===== src/rtl/core/biq_pkg.sv =====
package biq_pkg;

  localparam int SAMPLE_BITS    = 24;
  localparam int COEF_FRAC_BITS = 24;
  localparam int COEF_W         = COEF_FRAC_BITS + 4;
  localparam int THRESH_W       = 8;
  localparam int CFG_IDX_W      = 3;
  localparam int PROD_W         = COEF_W + SAMPLE_BITS;
  // five products summed plus rounding need three guard bits
  localparam int ACC_W          = PROD_W + 3;

  typedef logic signed [SAMPLE_BITS-1:0] sample_t;
  typedef logic signed [COEF_W-1:0]      coef_t;
  typedef logic signed [PROD_W-1:0]      prod_t;
  typedef logic signed [ACC_W-1:0]       acc_t;
  typedef logic [THRESH_W-1:0]           thresh_t;
  typedef logic [CFG_IDX_W-1:0]          cfg_idx_t;

  // register indexes on the configuration channel
  localparam cfg_idx_t REG_B0     = CFG_IDX_W'(0);
  localparam cfg_idx_t REG_B1     = CFG_IDX_W'(1);
  localparam cfg_idx_t REG_B2     = CFG_IDX_W'(2);
  localparam cfg_idx_t REG_A1     = CFG_IDX_W'(3);
  localparam cfg_idx_t REG_A2     = CFG_IDX_W'(4);
  localparam cfg_idx_t REG_THRESH = CFG_IDX_W'(5);

  localparam coef_t COEF_ONE = coef_t'(64'sd1 <<< COEF_FRAC_BITS);

  localparam sample_t SAMPLE_MAX = sample_t'((64'sd1 <<< (SAMPLE_BITS - 1)) - 64'sd1);
  localparam sample_t SAMPLE_MIN = sample_t'(-(64'sd1 <<< (SAMPLE_BITS - 1)));

  localparam acc_t ACC_SMAX   = acc_t'((64'sd1 <<< (SAMPLE_BITS - 1)) - 64'sd1);
  localparam acc_t ACC_SMIN   = acc_t'(-(64'sd1 <<< (SAMPLE_BITS - 1)));
  localparam acc_t ROUND_HALF = acc_t'(64'sd1 <<< (COEF_FRAC_BITS - 1));

  typedef struct packed {
    coef_t   b0;
    coef_t   b1;
    coef_t   b2;
    coef_t   a1;
    coef_t   a2;
    thresh_t thresh;
  } coef_set_t;

endpackage


===== src/rtl/core/biq_coef_regs.sv =====
module biq_coef_regs (
  input  logic                  clk,
  input  logic                  rst_n,
  input  logic                  wr_en,
  input  biq_pkg::cfg_idx_t     wr_index,
  input  logic [biq_pkg::COEF_W-1:0] wr_data,
  output biq_pkg::coef_set_t    coefs
);
  import biq_pkg::*;

  coef_set_t coefs_r;
  coef_set_t coefs_nxt;

  always_comb begin
    coefs_nxt = coefs_r;
    if (wr_en) begin
      case (wr_index)
        REG_B0:     coefs_nxt.b0 = coef_t'(wr_data);
        REG_B1:     coefs_nxt.b1 = coef_t'(wr_data);
        REG_B2:     coefs_nxt.b2 = coef_t'(wr_data);
        REG_A1:     coefs_nxt.a1 = coef_t'(wr_data);
        REG_A2:     coefs_nxt.a2 = coef_t'(wr_data);
        REG_THRESH: coefs_nxt.thresh = wr_data[THRESH_W-1:0];
        default:    coefs_nxt = coefs_r;
      endcase
    end
  end

  always_ff @(posedge clk) begin
    if (!rst_n) begin
      coefs_r.b0     <= COEF_ONE;
      coefs_r.b1     <= '0;
      coefs_r.b2     <= '0;
      coefs_r.a1     <= '0;
      coefs_r.a2     <= '0;
      coefs_r.thresh <= '0;
    end else begin
      coefs_r <= coefs_nxt;
    end
  end

  assign coefs = coefs_r;

endmodule


===== config.mk =====
export PLATFORM = sky130hd
export DESIGN_NAME = biq_coef_regs
export DESIGN_NICKNAME = d
export VERILOG_FILES = /design/src/rtl/core/biq_pkg.sv /design/src/rtl/core/biq_coef_regs.sv
export SDC_FILE = /design/constraint.sdc
export NUM_CORES = 1
export LEC_CHECK = 0
export ABC_AREA = 1
export BUFFER_PORTS_ARGS = -buffer_cell sky130_fd_sc_hd__buf_2
export CAP_MARGIN = 15
export CORE_MARGIN = 4
export CORE_UTILIZATION = 49
export CTS_CLUSTER_SIZE = 28
export DETAILED_ROUTE_END_ITERATION = 6
export GPL_ROUTABILITY_DRIVEN = 0
export PLACE_DENSITY = 0.77
export SYNTH_ARGS = -nofsm -noshare
export SYNTH_HDL_FRONTEND = slang
export SYNTH_SLANG_ARGS = --single-unit

===== constraint.sdc =====
create_clock -name clk -period 2.3 [get_ports clk]
set_input_delay 0.46 -clock clk [delete_from_list [all_inputs] [get_ports clk]]
set_output_delay 0.46 -clock clk [all_outputs]
set_load 0.01 [all_outputs]

# After elaboration in Yosys (flattened, before gate mapping)
# Index checks and enable logic that the tools add are counted.
dict set report op_classes {
  n_eq_ne 5
  reduce_logical 7
}
# cell n
set op_table {}
lappend op_table {{$reduce_and 2->1} 6}
lappend op_table {{$eq 3x2->1 const B} 2}
lappend op_table {{$eq 3x3->1 const B} 2}
lappend op_table {{$eq 3x1->1 const B} 1}
lappend op_table {{$logic_not 3->1} 1}
dict set report word_totals {
  register_bits 148
  out_inout_bits 148
}

# Logic depth before layout (Yosys ltp)
dict set report logic_depth {
  word_depth 2
  depth_mapped 7
}

# Worst setup path before layout
# No wires, ideal clock.
dict set report synth_path {
  path_kind {input-to-reg}
  startpoint {input port wr_index[2]}
  endpoint {register coefs_r, in the netlist coefs[100]}
  setup_ps 64
  arrival_ps 1215
  setup_slack_ps 1021
  path_stages 6
  n_path_buf 1
  cell_sequence {inv_1 nand2_2 nor2_2 buf_6 nor2_1 nor2_1}
}
dict set report synth_between {
  elab_chain_cells 2
}
# item line
set synth_lines {}
lappend synth_lines {{from (decl)} biq_coef_regs.sv:5} ;# input biq_pkg::cfg_idx_t wr_index,
lappend synth_lines {{$eq 3x1->1} biq_coef_regs.sv:17} ;# case (wr_index)
lappend synth_lines {{$reduce_and 2->1 (no line)} n/a}
lappend synth_lines {{to (signal assigned)} biq_coef_regs.sv:38} ;# coefs_r <= coefs_nxt;
lappend synth_lines {{to (decl)} biq_coef_regs.sv:11} ;# coef_set_t coefs_r;
# No other way between the ends.
# A chain may end at the register's enable or synchronous reset.

# Worst setup path after layout
dict set report layout_path {
  startpoint {register coefs_r, in the netlist coefs[147]}
  endpoint {output port coefs[147] (netlist bit)}
}
# item line
set layout_rtl {}
lappend layout_rtl {{to (decl)} biq_coef_regs.sv:7} ;# output biq_pkg::coef_set_t coefs
# No word-level cell between the ends.

==> run metrics <==
fin util 65.04%; hold endpoint coefs[144]; max FFs per register 148; critical path launch point type flip-flop; Max stage delay on crit path 0.36 ns; Final Skew 0 ns; placed cell area 6890 um^2; Setup crit end kind output port; clk sinks 148; WL final 17,540 um; worst rel slew slack 56.28%; Ys Warns 0; cell area power density 852.6 nW/um^2; core region area 11,610 um^2; WL per Instance 15.09 um; period utilization 60.78%; CTS-repair resized insts 0; endpoints failing hold 0; worst min-delay path class primary input to flip-flop; placed insts 1,131; DRT iter0 DRCs 553; chip height 117.7 um; clock period minus worst slack 1.398 ns; register area share after synthesis 50.25%; remaining global-route overflow 0; Max Cap Viol 0; Syn Inst Count 844; Die Wd 117.7 um; WP data arrival 0.94 ns; Reg clk slew, reported paths 0.06 ns; Register Area 2963 um^2; routed vias 5,964; setup violators final 0; full die area 13,850 um^2; largest net degree at the start of global routing 72; Worst Tran Pin Value 0.6542 ns; CP required 1.84 ns; Initial Util 50.76%; Worst-Skew Late Latency 0.42 ns; TNS Setup 0 ns; critical path startpoint coefs[147]; r2r worst-path depth 2; status finished, final reports clean; CP Class flip-flop to output port; area of the multi-input gates 2522 um^2; critical path's top delay family flip-flops; DRT antenna net count 0; area added between synthesis and finish 28.12%; post-synthesis cell area 5896 um^2; syn_nets 878; Design Area, Final 7553 um^2; global-route wire length before repair 28,230 um; boundary pin count 182; Root Buffer clkbuf_16; Pre-Repair DR Iteration Count 5; FF-to-FF Start coefs[67]; Core Rows 39; Post-layout nets 1,041; DRC 0; share of cells above drive strength 1 23.36%; # hold bufs at CTS 0; Detail Placement HPWL 11,450 um; filler instances 1,083; Hold Path Stages 3; CTS tree built; hold path startpoint wr_data[24]; vias per inst 5.133; synthesized area per cell 6.985 um^2; antenna cells 0; setup bufs post-CTS 0; initial antenna violation count 0; post-route insts no fill 1,162; Critical R2R Capture coefs[67]; Buffers on Ports 181; peak supply drop 0.5419 mV; vias in the first global route 5,647; unrepaired setup endpoints after global routing false; commonest non-fill, non-tap cell in the layout nor2_1; number of library cell types mapped by synthesis 15; CTS Buf Count 17; worst path cell trace buf_2; commonest non-fill, non-tap cells in the layout 295 x nor2_1, 180 x buf_2, 155 x nand2_1; Crit path buffers/inverters 1; Slew Limit Fails 0; Tot GR Track Use 25.23%; LEAKAGE 0.003776 uW; Fmax 715.3 MHz; htree depth 4; R2R Setup Slk 1.66 ns; CP Max Fanout 2; Max stage delay cell, worst path dfxtp_1; worst hold slack 0.2613 ns; maximum buffer depth of the clock tree 2; flops & latches, synth 148
## kinds of logic (layout without fill, tap and decap cells)
logic type | count (synthesis) | in the layout | synth area share (%)
and+or+nand+nor | 608 | 608 | 42.44
DFF | 148 | 148 | 50.25
buffers and inverters | 88 | 263 | 7.300
## how the worst max path moves through the flow
| stage | endpoint | slack (ns) | depth (start not counted) |
|---|---|---|---|
| after floorplan | coefs[100] | 1.02 | 6 |
| after detailed placement | coefs[29] | 0.58 | 6 |
| after global placement | coefs[23] | 0.62 | 6 |
| final | coefs[147] | 0.90 | 1 |
| after global routing | coefs[124] | 0.86 | 1 |
| after CTS | coefs[124] | 0.88 | 1 |
## power breakdown
part | total [uW] | internal [uW] | switching, uW
sequential | 2700 | 2660 | 47.4
combinational | 617 | 211 | 407
clock | 3120 | 2080 | 1040
## cell usage after synthesis
cell	instances	area share (%)
nor2_1	297	19
nand2_1	155	9.9
dfxtp_1	148	50
nand3_1	148	13
inv_1	32	2.0
buf_2	23	2.0
buf_1	11	0.70
buf_4	11	1.4
clkbuf_1	5	0.32
buf_6	4	0.76
nor2_2	4	0.42
nor2_4	3	0.57
clkinv_1	1	0.064
inv_2	1	0.064
nand2_2	1	0.11
## per-stage QoR
stage          total power [uW]  worst slack [ns]
4_1_cts                    6469            0.8839
5_1_grt                    6670            0.8626
3_5_place_dp               3369            0.5770
6_report                   6440            0.9021
3_3_place_gp               3359            0.6200
2_1_floorplan              3140             1.021
## worst reg2reg max path: stages, from the launching register on
cell and delay, ns:
dfxtp_1 0.32, nor2_1 0.14, nor2_1 0.08
## cell type report
| cell class | count | area share [%] |
|---|---|---|
| timing repair buffer | 198 | 14.54 |
| clock buffer | 21 | 6.096 |
| clock inverter | 10 | 2.683 |
| tap | 143 | 2.369 |
| sequential | 148 | 39.22 |
| inverter | 34 | 1.690 |
| multi-input combinational | 608 | 33.39 |
## routing by layer
metal,track usage (%),routed length [um]
met1,31.14,7244
met2,40.86,8313
met3,8.169,1571
met4,10.11,410
met5,0,0
Power figures use the tool's default switching activity.
